$ cat src/rtl/core/vtce_pkg.sv
// Shared types, operation codes and flag positions of the VIA timer and control-edge core.
package vtce_pkg;

    localparam int unsigned CountWidth = 16;
    localparam int unsigned FlagWidth  = 7;
    localparam int unsigned CfgIdxWidth  = 2;
    localparam int unsigned CfgDataWidth = 16;

    // Flag bit positions in the interrupt flag word.
    localparam int unsigned FlagCa2 = 0;
    localparam int unsigned FlagCa1 = 1;
    localparam int unsigned FlagCb2 = 3;
    localparam int unsigned FlagCb1 = 4;
    localparam int unsigned FlagT2  = 5;
    localparam int unsigned FlagT1  = 6;

    // Peripheral control bit positions.
    localparam int unsigned PcrCa1Active = 0;
    localparam int unsigned PcrCa2Active = 2;
    localparam int unsigned PcrCa2Output = 3;
    localparam int unsigned PcrCb1Active = 4;
    localparam int unsigned PcrCb2Active = 6;
    localparam int unsigned PcrCb2Output = 7;

    // Auxiliary control bit that makes timer 1 free-running.
    localparam int unsigned AcrT1FreeRun = 6;

    typedef enum logic [1:0] {
        OP_TICK  = 2'd0,
        OP_LINE  = 2'd1,
        OP_LOAD  = 2'd2,
        OP_CLEAR = 2'd3
    } op_t;

    typedef enum logic [CfgIdxWidth-1:0] {
        REG_PCR     = 2'd0,
        REG_ACR     = 2'd1,
        REG_IER     = 2'd2,
        REG_T1LATCH = 2'd3
    } cfg_idx_t;

    typedef struct packed {
        op_t                   op;
        logic                  port_b;
        logic                  second_line;
        logic                  line_level;
        logic                  timer_select;
        logic [CountWidth-1:0] load_value;
        logic [FlagWidth-1:0]  clear_mask;
    } item_t;

    typedef struct packed {
        logic [7:0]            pcr;
        logic [7:0]            acr;
        logic [FlagWidth-1:0]  ier;
        logic [CountWidth-1:0] t1_latch;
    } cfg_t;

    typedef struct packed {
        logic [CountWidth-1:0] timer2_count;
        logic [CountWidth-1:0] timer1_count;
        logic [FlagWidth-1:0]  flags;
        logic                  irq_active;
    } result_t;

endpackage

$ cat src/rtl/core/vtce_engine.sv
// Timer, control-line and interrupt flag state with its per-word update logic.
module vtce_engine (
    input  logic            aclk,
    input  logic            aresetn,
    input  logic            step_en,
    input  vtce_pkg::item_t item,
    input  vtce_pkg::cfg_t  cfg,
    output vtce_pkg::result_t result
);

    logic [vtce_pkg::CountWidth-1:0] cnt_reg     [2];
    logic [vtce_pkg::CountWidth-1:0] cnt_next    [2];
    logic [vtce_pkg::CountWidth-1:0] prev_reg    [2];
    logic [vtce_pkg::CountWidth-1:0] prev_next   [2];
    logic [vtce_pkg::CountWidth-1:0] pend_val_reg  [2];
    logic [vtce_pkg::CountWidth-1:0] pend_val_next [2];
    logic [1:0] pend_valid_reg, pend_valid_next;
    logic [1:0] running_reg, running_next;
    logic       reload_reg, reload_next;
    logic       phase2_reg, phase2_next;
    logic [3:0] levels_reg, levels_next;
    logic [vtce_pkg::FlagWidth-1:0] flags_reg, flags_next;

    logic [1:0] slot;
    logic       prev_level;
    logic       line_active;
    logic       line_output;
    logic       edge_hit;

    assign slot = {item.port_b, item.second_line};
    assign prev_level = levels_reg[slot];

    // Line one has no output mode; line two is ignored when driven as output.
    always_comb begin
        unique case (slot)
            2'b00: begin
                line_active = cfg.pcr[vtce_pkg::PcrCa1Active];
                line_output = 1'b0;
            end
            2'b01: begin
                line_active = cfg.pcr[vtce_pkg::PcrCa2Active];
                line_output = cfg.pcr[vtce_pkg::PcrCa2Output];
            end
            2'b10: begin
                line_active = cfg.pcr[vtce_pkg::PcrCb1Active];
                line_output = 1'b0;
            end
            default: begin
                line_active = cfg.pcr[vtce_pkg::PcrCb2Active];
                line_output = cfg.pcr[vtce_pkg::PcrCb2Output];
            end
        endcase
    end

    assign edge_hit = (item.line_level != prev_level) && !line_output
                      && (item.line_level == line_active);

    always_comb begin
        cnt_next        = cnt_reg;
        prev_next       = prev_reg;
        pend_val_next   = pend_val_reg;
        pend_valid_next = pend_valid_reg;
        running_next    = running_reg;
        reload_next     = reload_reg;
        phase2_next     = phase2_reg;
        levels_next     = levels_reg;
        flags_next      = flags_reg;

        unique case (item.op)
            vtce_pkg::OP_TICK: begin
                if (phase2_reg) begin
                    prev_next   = cnt_reg;
                    reload_next = 1'b0;
                    cnt_next[0] = reload_reg ? cfg.t1_latch
                                             : cnt_reg[0] - vtce_pkg::CountWidth'(1);
                    cnt_next[1] = cnt_reg[1] - vtce_pkg::CountWidth'(1);
                    for (int t = 0; t < 2; t++) begin
                        if (pend_valid_reg[t]) begin
                            cnt_next[t] = pend_val_reg[t];
                        end
                    end
                    pend_valid_next = 2'b00;
                    phase2_next     = 1'b0;
                end else begin
                    // Underflow: counter wrapped from zero to all ones while running.
                    if (&cnt_reg[1] && prev_reg[1] == '0 && running_reg[1]) begin
                        running_next[1] = 1'b0;
                        flags_next[vtce_pkg::FlagT2] = 1'b1;
                    end
                    if (&cnt_reg[0] && prev_reg[0] == '0 && running_reg[0]) begin
                        flags_next[vtce_pkg::FlagT1] = 1'b1;
                        if (cfg.acr[vtce_pkg::AcrT1FreeRun]) begin
                            reload_next = 1'b1;
                        end else begin
                            running_next[0] = 1'b0;
                        end
                    end
                    phase2_next = 1'b1;
                end
            end
            vtce_pkg::OP_LINE: begin
                levels_next[slot] = item.line_level;
                if (edge_hit) begin
                    unique case (slot)
                        2'b00:   flags_next[vtce_pkg::FlagCa1] = 1'b1;
                        2'b01:   flags_next[vtce_pkg::FlagCa2] = 1'b1;
                        2'b10:   flags_next[vtce_pkg::FlagCb1] = 1'b1;
                        default: flags_next[vtce_pkg::FlagCb2] = 1'b1;
                    endcase
                end
            end
            vtce_pkg::OP_LOAD: begin
                pend_valid_next[item.timer_select] = 1'b1;
                pend_val_next[item.timer_select]   = item.load_value;
                running_next[item.timer_select]    = 1'b1;
                if (item.timer_select) begin
                    flags_next[vtce_pkg::FlagT2] = 1'b0;
                end else begin
                    flags_next[vtce_pkg::FlagT1] = 1'b0;
                end
            end
            default: begin
                flags_next = flags_reg & ~item.clear_mask;
            end
        endcase
    end

    assign result.irq_active   = |(flags_next & cfg.ier);
    assign result.flags        = flags_next;
    assign result.timer1_count = cnt_next[0];
    assign result.timer2_count = cnt_next[1];

    always_ff @(posedge aclk) begin
        if (!aresetn) begin
            cnt_reg[0]     <= '0;
            cnt_reg[1]     <= '0;
            prev_reg[0]    <= '0;
            prev_reg[1]    <= '0;
            pend_valid_reg <= '0;
            running_reg    <= '0;
            reload_reg     <= 1'b0;
            phase2_reg     <= 1'b0;
            levels_reg     <= '0;
            flags_reg      <= '0;
        end else if (step_en) begin
            cnt_reg        <= cnt_next;
            prev_reg       <= prev_next;
            pend_valid_reg <= pend_valid_next;
            running_reg    <= running_next;
            reload_reg     <= reload_next;
            phase2_reg     <= phase2_next;
            levels_reg     <= levels_next;
            flags_reg      <= flags_next;
        end
    end

    always_ff @(posedge aclk) begin
        if (step_en) begin
            pend_val_reg <= pend_val_next;
        end
    end

endmodule

$ cat src/rtl/core/via_timers_and_control_edges.sv
// Top level of the VIA timer and control-edge core: stream ports, registers, pipeline.
//
// Each input word is one operation: a half-cycle tick, a control line change, a timer
// load or a flag clear, and each produces exactly one result word holding the IRQ
// level, the interrupt flags and both timer counts as they stand after the operation.
// The core takes one word per clock cycle while m_tready does not stall it: a word
// sits in the input register while the timer and flag logic works out the new state,
// and the result moves into the output register once it is free or being drained.
// The output register decouples the two sides: a new word is accepted whenever the
// input register is empty, or when it is full and the output register is empty or
// drains in the same cycle. Configuration writes are always accepted (cfg_ready is
// tied high) and must only be issued while the core is idle. Ticks alternate between
// phase 1 (underflow check) and phase 2 (decrement, latch reload and pending loads);
// the first tick after reset is phase 1.
module via_timers_and_control_edges (
    input  logic        aclk,
    input  logic        aresetn,

    input  logic        s_tvalid,
    output logic        s_tready,
    // Bits from 0: port_b, second_line, line_level, timer_select, load_value[15:0],
    // clear_mask[6:0], five unused bits.
    input  logic [31:0] s_tdata,
    // Bits from 0: operation[1:0].
    input  logic [1:0]  s_tuser,

    output logic        m_tvalid,
    input  logic        m_tready,
    // Bits from 0: irq_active, flags[6:0], timer1_count[15:0], timer2_count[15:0].
    output logic [39:0] m_tdata,

    input  logic                              cfg_valid,
    output logic                              cfg_ready,
    input  logic [vtce_pkg::CfgIdxWidth-1:0]  cfg_index,
    input  logic [vtce_pkg::CfgDataWidth-1:0] cfg_data
);

    logic              in_valid_reg;
    vtce_pkg::item_t   in_item_reg;
    logic              out_valid_reg;
    vtce_pkg::result_t out_result_reg;
    vtce_pkg::result_t step_result;
    vtce_pkg::cfg_t    cfg_reg;
    vtce_pkg::item_t   s_item;
    logic              advance;

    // Unpack the incoming word into the item fields.
    assign s_item.op           = vtce_pkg::op_t'(s_tuser);
    assign s_item.port_b       = s_tdata[0];
    assign s_item.second_line  = s_tdata[1];
    assign s_item.line_level   = s_tdata[2];
    assign s_item.timer_select = s_tdata[3];
    assign s_item.load_value   = s_tdata[19:4];
    assign s_item.clear_mask   = s_tdata[26:20];

    // The held word moves on when the output register is empty or being drained.
    assign advance  = in_valid_reg && (!out_valid_reg || m_tready);
    assign s_tready = !in_valid_reg || advance;

    always_ff @(posedge aclk) begin
        if (!aresetn) begin
            in_valid_reg  <= 1'b0;
            out_valid_reg <= 1'b0;
        end else begin
            if (s_tready) begin
                in_valid_reg <= s_tvalid;
            end
            if (advance) begin
                out_valid_reg <= 1'b1;
            end else if (m_tready) begin
                out_valid_reg <= 1'b0;
            end
        end
    end

    always_ff @(posedge aclk) begin
        if (s_tready && s_tvalid) begin
            in_item_reg <= s_item;
        end
        if (advance) begin
            out_result_reg <= step_result;
        end
    end

    // Configuration registers; the port never stalls.
    assign cfg_ready = 1'b1;

    always_ff @(posedge aclk) begin
        if (!aresetn) begin
            cfg_reg <= '0;
        end else if (cfg_valid) begin
            unique case (vtce_pkg::cfg_idx_t'(cfg_index))
                vtce_pkg::REG_PCR:     cfg_reg.pcr      <= cfg_data[7:0];
                vtce_pkg::REG_ACR:     cfg_reg.acr      <= cfg_data[7:0];
                vtce_pkg::REG_IER:     cfg_reg.ier      <= cfg_data[vtce_pkg::FlagWidth-1:0];
                vtce_pkg::REG_T1LATCH: cfg_reg.t1_latch <= cfg_data;
                default:               cfg_reg          <= cfg_reg;
            endcase
        end
    end

    vtce_engine u_engine (
        .aclk    (aclk),
        .aresetn (aresetn),
        .step_en (advance),
        .item    (in_item_reg),
        .cfg     (cfg_reg),
        .result  (step_result)
    );

    assign m_tvalid = out_valid_reg;
    assign m_tdata  = out_result_reg;

endmodule

$ cat config.mk
export PLATFORM = sky130hd
export DESIGN_NAME = via_timers_and_control_edges
export DESIGN_NICKNAME = d
export VERILOG_FILES = /design/src/rtl/core/vtce_pkg.sv /design/src/rtl/core/vtce_engine.sv /design/src/rtl/core/via_timers_and_control_edges.sv
export SDC_FILE = /design/constraint.sdc
export NUM_CORES = 1
export LEC_CHECK = 0
export ABC_AREA = 1
export BUFFER_PORTS_ARGS = -buffer_cell sky130_fd_sc_hd__buf_2
export CAP_MARGIN = 10
export CORE_UTILIZATION = 50
export DETAILED_ROUTE_END_ITERATION = 8
export HOLD_SLACK_MARGIN = 0.1
export PLACE_DENSITY_LB_ADDON = 0.12
export SYNTH_ARGS = -nofsm -noshare
export SYNTH_HDL_FRONTEND = slang
export SYNTH_SLANG_ARGS = --single-unit
$ cat constraint.sdc
create_clock -name aclk -period 5.5 [get_ports aclk]
set_input_delay 0 -clock aclk [delete_from_list [all_inputs] [get_ports aclk]]
set_output_delay 0 -clock aclk [all_outputs]
set_load 0.01 [all_outputs]
# Word level (Yosys, flattened, before mapping)
# Index checks and enable logic that the tools add are counted.
dict set report classes {
  add_sub_neg 2
  magnitude_cmp 6
  eq_ne 14
  n_mux 45
  bitwise 6
  reduce_logical 44
}
# cell count
set ops {}
lappend ops {{$mux 16} 4}
lappend ops {{$mux 32} 2}
lappend ops {{$bwmux 32} 1}
lappend ops {{$logic_not 16->1} 2}
lappend ops {{$reduce_and 16->1} 2}
lappend ops {{$sub 16x1->16 const B} 2}
lappend ops {{$mux 1} 21}
lappend ops {{$demux 16 s1} 1}
lappend ops {{$pmux 2 s2} 4}
lappend ops {{$and 7x7->7} 2}
lappend ops {{$reduce_and 2->1} 7}
lappend ops {{$logic_and 1x1->1} 11}
lappend ops {{$mux 2} 5}
lappend ops {{$eq 2x2->1 const B} 4}
lappend ops {{$reduce_and 4->1} 2}
lappend ops {{$reduce_bool 2->1} 4}
lappend ops {{$not 7->7} 1}
lappend ops {{$reduce_or 7->1} 1}
lappend ops {{$eq 2x1->1 const B} 3}
lappend ops {{$logic_not 2->1} 3}
lappend ops {{$ne 2x1->1 const B} 3}
lappend ops {{$pmux 2 s3} 1}
lappend ops {{$reduce_and 3->1} 2}
lappend ops {{$reduce_or 3->1} 2}
lappend ops {{other kinds (21)} 27}
dict set report totals {
  ff_bits 222
  out_inout_bits 43
  elab_cells 147
}

# Logic depth before layout (Yosys ltp)
dict set report depth {
  depth_word 10
  ltp_mapped 14
  mapped_depth_nobuf 13
}

# Modules after synthesis
# Synthesis repeated with hierarchy kept, for this count alone.
dict set report hier_totals {
  hier_cells 1150
  area_unflattened_um2 9783.1
}
# mod instances cells_per_inst area_each_um2
set by_module_without_submodules {}
lappend by_module_without_submodules {vtce_engine 1 814 5978.2}
lappend by_module_without_submodules {via_timers_and_control_edges 1 336 3804.9}

# Worst setup path before layout
# OpenSTA, ideal clock, no wires.
dict set report synth_path {
  kind {reg2reg}
  start {register out_valid_reg (netlist: m_tvalid)}
  end {register u_engine.pend_val_reg[0] (netlist bit) (enable)}
  setup_time_ps 390
  t_arrival_ps 1463
  required_time_ps 5110
  path_slack_ps 3647
  path_stages_with_launch 6
  cell_sequence {dfxtp_1 nand2_1 nand2_1 inv_1 nand3_1 nor2_1}
}
dict set report synth_between {
  elab_chain_cells 4
}
# item line_no
set synth_rtl {}
lappend synth_rtl {{start, declared} via_timers_and_control_edges.sv:40} ;# logic out_valid_reg;
lappend synth_rtl {{start signal, assigned} via_timers_and_control_edges.sv:63} ;# out_valid_reg <= 1'b0;
lappend synth_rtl {{start signal, assigned} via_timers_and_control_edges.sv:69} ;# out_valid_reg <= 1'b1;
lappend synth_rtl {{start signal, assigned} via_timers_and_control_edges.sv:71} ;# out_valid_reg <= 1'b0;
lappend synth_rtl {{$logic_not 1->1} via_timers_and_control_edges.sv:57} ;# assign advance = in_valid_reg && (!out_valid_reg || m_tready);
lappend synth_rtl {{$logic_or 1x1->1} via_timers_and_control_edges.sv:57}
lappend synth_rtl {{$logic_and 1x1->1} via_timers_and_control_edges.sv:57}
lappend synth_rtl {{$reduce_and 2->1 (no line)} -}
lappend synth_rtl {{end signal, assigned} vtce_engine.sv:159} ;# pend_val_reg <= pend_val_next;
lappend synth_rtl {{end, declared} vtce_engine.sv:15} ;# logic [vtce_pkg::CountWidth-1:0] pend_val_reg [2];
# Every way passes these cells.
# A chain may end at the register's enable or synchronous reset.

# Final worst setup path
dict set report layout_path {
  start {register out_valid_reg (netlist: m_tvalid)}
  end {register u_engine.pend_val_reg[26] (netlist bit) (enable)}
}
# Same word-level chain as after synthesis.

==> flow_metrics.env <==
export IMPL_leakage_uw=0.004449
export IMPL_die_y_microns=135.9
export IMPL_setup_tns_ns=0
export IMPL_htreeDepth=1
export IMPL_area_delta_synth_final_pct=21.00
export IMPL_synth_main_ff_cell="dfxtp_1"
export IMPL_slew_headroom=0.3187
export IMPL_synth_distinct_cells=44
export IMPL_routedWlPerCell_microns=16.42
export IMPL_async_flop_share=0
export IMPL_grt_max_degree=72
export IMPL_maxSlewViolCount=0
export IMPL_largest_reg_flops=40
export IMPL_power_frac_comb=0.065
export IMPL_cts_tree="done"
export IMPL_fmax_mhz=339.5
export IMPL_whs_ns=0.1549
export IMPL_cp_end_kind="flip-flop"
export IMPL_grt_pass1_wl_microns=34260
export IMPL_dr_pass1_iters=5
export IMPL_layout_nets=1173
export IMPL_rsz0062_at_grt="false"
export IMPL_drive_gt1_frac=0.1427
export IMPL_setup_viol=0
export IMPL_yosysWarningCount=0
export IMPL_die_x_microns=135.9
export IMPL_track_usage=0.2403
export IMPL_routed_wl_microns=22220
export IMPL_switching_share=0.2247
export IMPL_crit_type="reg2reg"
export IMPL_seq_area_frac_synth=0.5906
export IMPL_synth_area_leader_cell="edfxtp_1"
export IMPL_p_int_uw=2615
export IMPL_synth_cells=971
export IMPL_place_ws_ns=2.548
export IMPL_p_sw_uw=757.9
export IMPL_hpwl_microns=14170
export IMPL_arrival_ns=3.15
export IMPL_synth_edff_count=101
export IMPL_fin_crit_sh=0.5356
export IMPL_startpoint_type="flip-flop"
export IMPL_path_max_fanout=70
export IMPL_critPathRequiredTime_ns=5.71
export IMPL_clock_path_buffers=3
export IMPL_vias=7159
export IMPL_final_hold_viol_count=0
export IMPL_fillers=1470
export IMPL_synth_top_area_share=0.3383
export IMPL_die_area_sq_um=18470
export IMPL_drt_iter0_drc=587
export IMPL_root_buffer="clkbuf_16"
export IMPL_diodes=0
export IMPL_post_route_min_period_ns=2.946
export IMPL_syn_mean_instance_area_sq_um=9.233
export IMPL_synth_seq_cells=214
export IMPL_num_io_pins=100
export IMPL_cts_buffers=22
export IMPL_clk_pin_slew_ns=0.06
export IMPL_peakVddDrop_uv=264.4
export IMPL_port_buffers=93
export IMPL_antenna_left=0
export IMPL_rows=48
export IMPL_start_util=0.5147
export IMPL_clock_latency_ns=0.50
export IMPL_yosysMostFrequentCell="nand2_1"
export IMPL_grt_ovfl_total=0
export IMPL_clock_skew_ns=0.006885
export IMPL_p_seq_frac=0.518
export IMPL_fin_ws_ns=2.554
export IMPL_cts_sinks=214
export IMPL_avgViaCountPerCell=5.291
export IMPL_netlist_area_sq_um=8965
export IMPL_drc=0
export IMPL_routabilityCongestion=0.8590
export IMPL_min_path_type="in2reg"
export IMPL_cts_resized=0
export IMPL_fp_coreArea_sq_um=17420
export IMPL_antenna_found_initial=0
export IMPL_outcome="finished clean"
export IMPL_syn_nets=1032
export IMPL_post_cts_setup_buffers=0
export IMPL_powerDensity_nw_per_um2=310.9
export IMPL_clockPowerShare=0.417
export IMPL_netlist_top_cells_area="edfxtp_1, dfxtp_1, a21oi_1"
export IMPL_cap_violations=0
export IMPL_max_slew_worst_pin_slew_ns=1.021
export IMPL_synth_common_cells="nand2_1, dfxtp_1, a21oi_1, o21ai_0, edfxtp_1"
export IMPL_grt_pass1_vias=6545
[layout make-up]
class | count | area (sq um) | area share
Clock buffer | 33 | 643.1 | 0.05928
Clock inverter | 7 | 33.78 | 0.003114
Inverter | 108 | 405.4 | 0.03737
Multi-Input combinational cell | 602 | 3028 | 0.2791
Sequential cell | 214 | 5295 | 0.4881
Tap cell | 225 | 281.5 | 0.02595
Timing Repair Buffer | 164 | 1161 | 0.1070
[power groups by stage]
stage	combinational, uW	clock [uW]	sequential (uW)
final	221	1410	1750
after CTS	218	1430	1750
after floorplan	117	0	1770
after global placement	182	0	1780
after detailed placement	184	0	1780
after global routing	244	1490	1750
[kinds of logic after synthesis]
kind of cell,Yosys count,share of synthesized area
AND/OR/NAND/NOR,308,0.1496
AO/OA/AOI/OAI,277,0.1701
flip-flops,214,0.5906
buffers and inverters,155,0.07188
XOR/XNOR,12,0.01172
adder cells (fa/ha/maj),4,0.005583
other,1,0.0004183
[critical path, cell delays in order, from the launching register on]
cell	delay, ns
dfxtp_1	0.33
nand2_1	0.09
nand2_1	0.29
inv_2	0.11
buf_4	0.69
nand3_1	0.27
nor2_1	0.56
buf_4	0.30
[layer usage]
metal,wire length [microns],share of wire,up-vias,global-route usage
met1,10630,0.48,3288,0.3472
met4,414,0.019,0,0.06296
li1,-,-,3612,-
met5,0,0,-,0
met2,9936,0.45,226,0.3756
met3,1235,0.056,33,0.03729
[worst paths after layout]
path | from | endpoint | slack, ns | depth (start not counted)
worst max-delay path | m_tvalid$_SDFFE_PN0P_ | u_engine.pend_val_reg[26]$_DFFE_PP_ | 2.55 | 7
worst min-delay path | cfg_index[0] | cfg_reg[21]$_SDFFE_PN0P_ | 0.15 | 4
worst max register to register | m_tvalid$_SDFFE_PN0P_ | u_engine.pend_val_reg[26]$_DFFE_PP_ | 2.55 | 7
worst min register to register | cfg_reg[1]$_SDFFE_PN0P_ | cfg_reg[1]$_SDFFE_PN0P_ | 0.45 | 2
[cell usage in the layout (no fill, tap or decap), drive strengths merged, types with 2 or more instances in the layout]
cell,count
a211oi,2
a21oi,110
a22oi,7
a311oi,4
a31oi,7
buf,99
clkbuf,33
clkinv,8
dfxtp,113
dlygate4sd3,65
edfxtp,101
ha,4
inv,106
nand2,132
nand3,42
nand4,17
nor2,100
nor3,13
nor4,2
o211ai,15
o21a,2
o21ai,112
o22ai,14
or2,2
xor2,12
[stage by stage]
stage	cell area (sq um)	cells	total power (uW)	util
2_1_floorplan	8965	971	1890	-
3_3_place_gp	9520	1248	1961	0.5466
3_5_place_dp	9520	1248	1964	0.5466
4_1_cts	10850	1353	3390	0.6228
5_1_grt	10850	1353	3487	0.6228
6_report	10850	1353	3373	0.6228
[repair_timing]
action | in CTS | in global routing
endpoints found under the hold margin | 61 | 0
endpoints found under the setup margin | 0 | 0
hold buffers | 65 | 0
(Power assumes the default switching activity.)
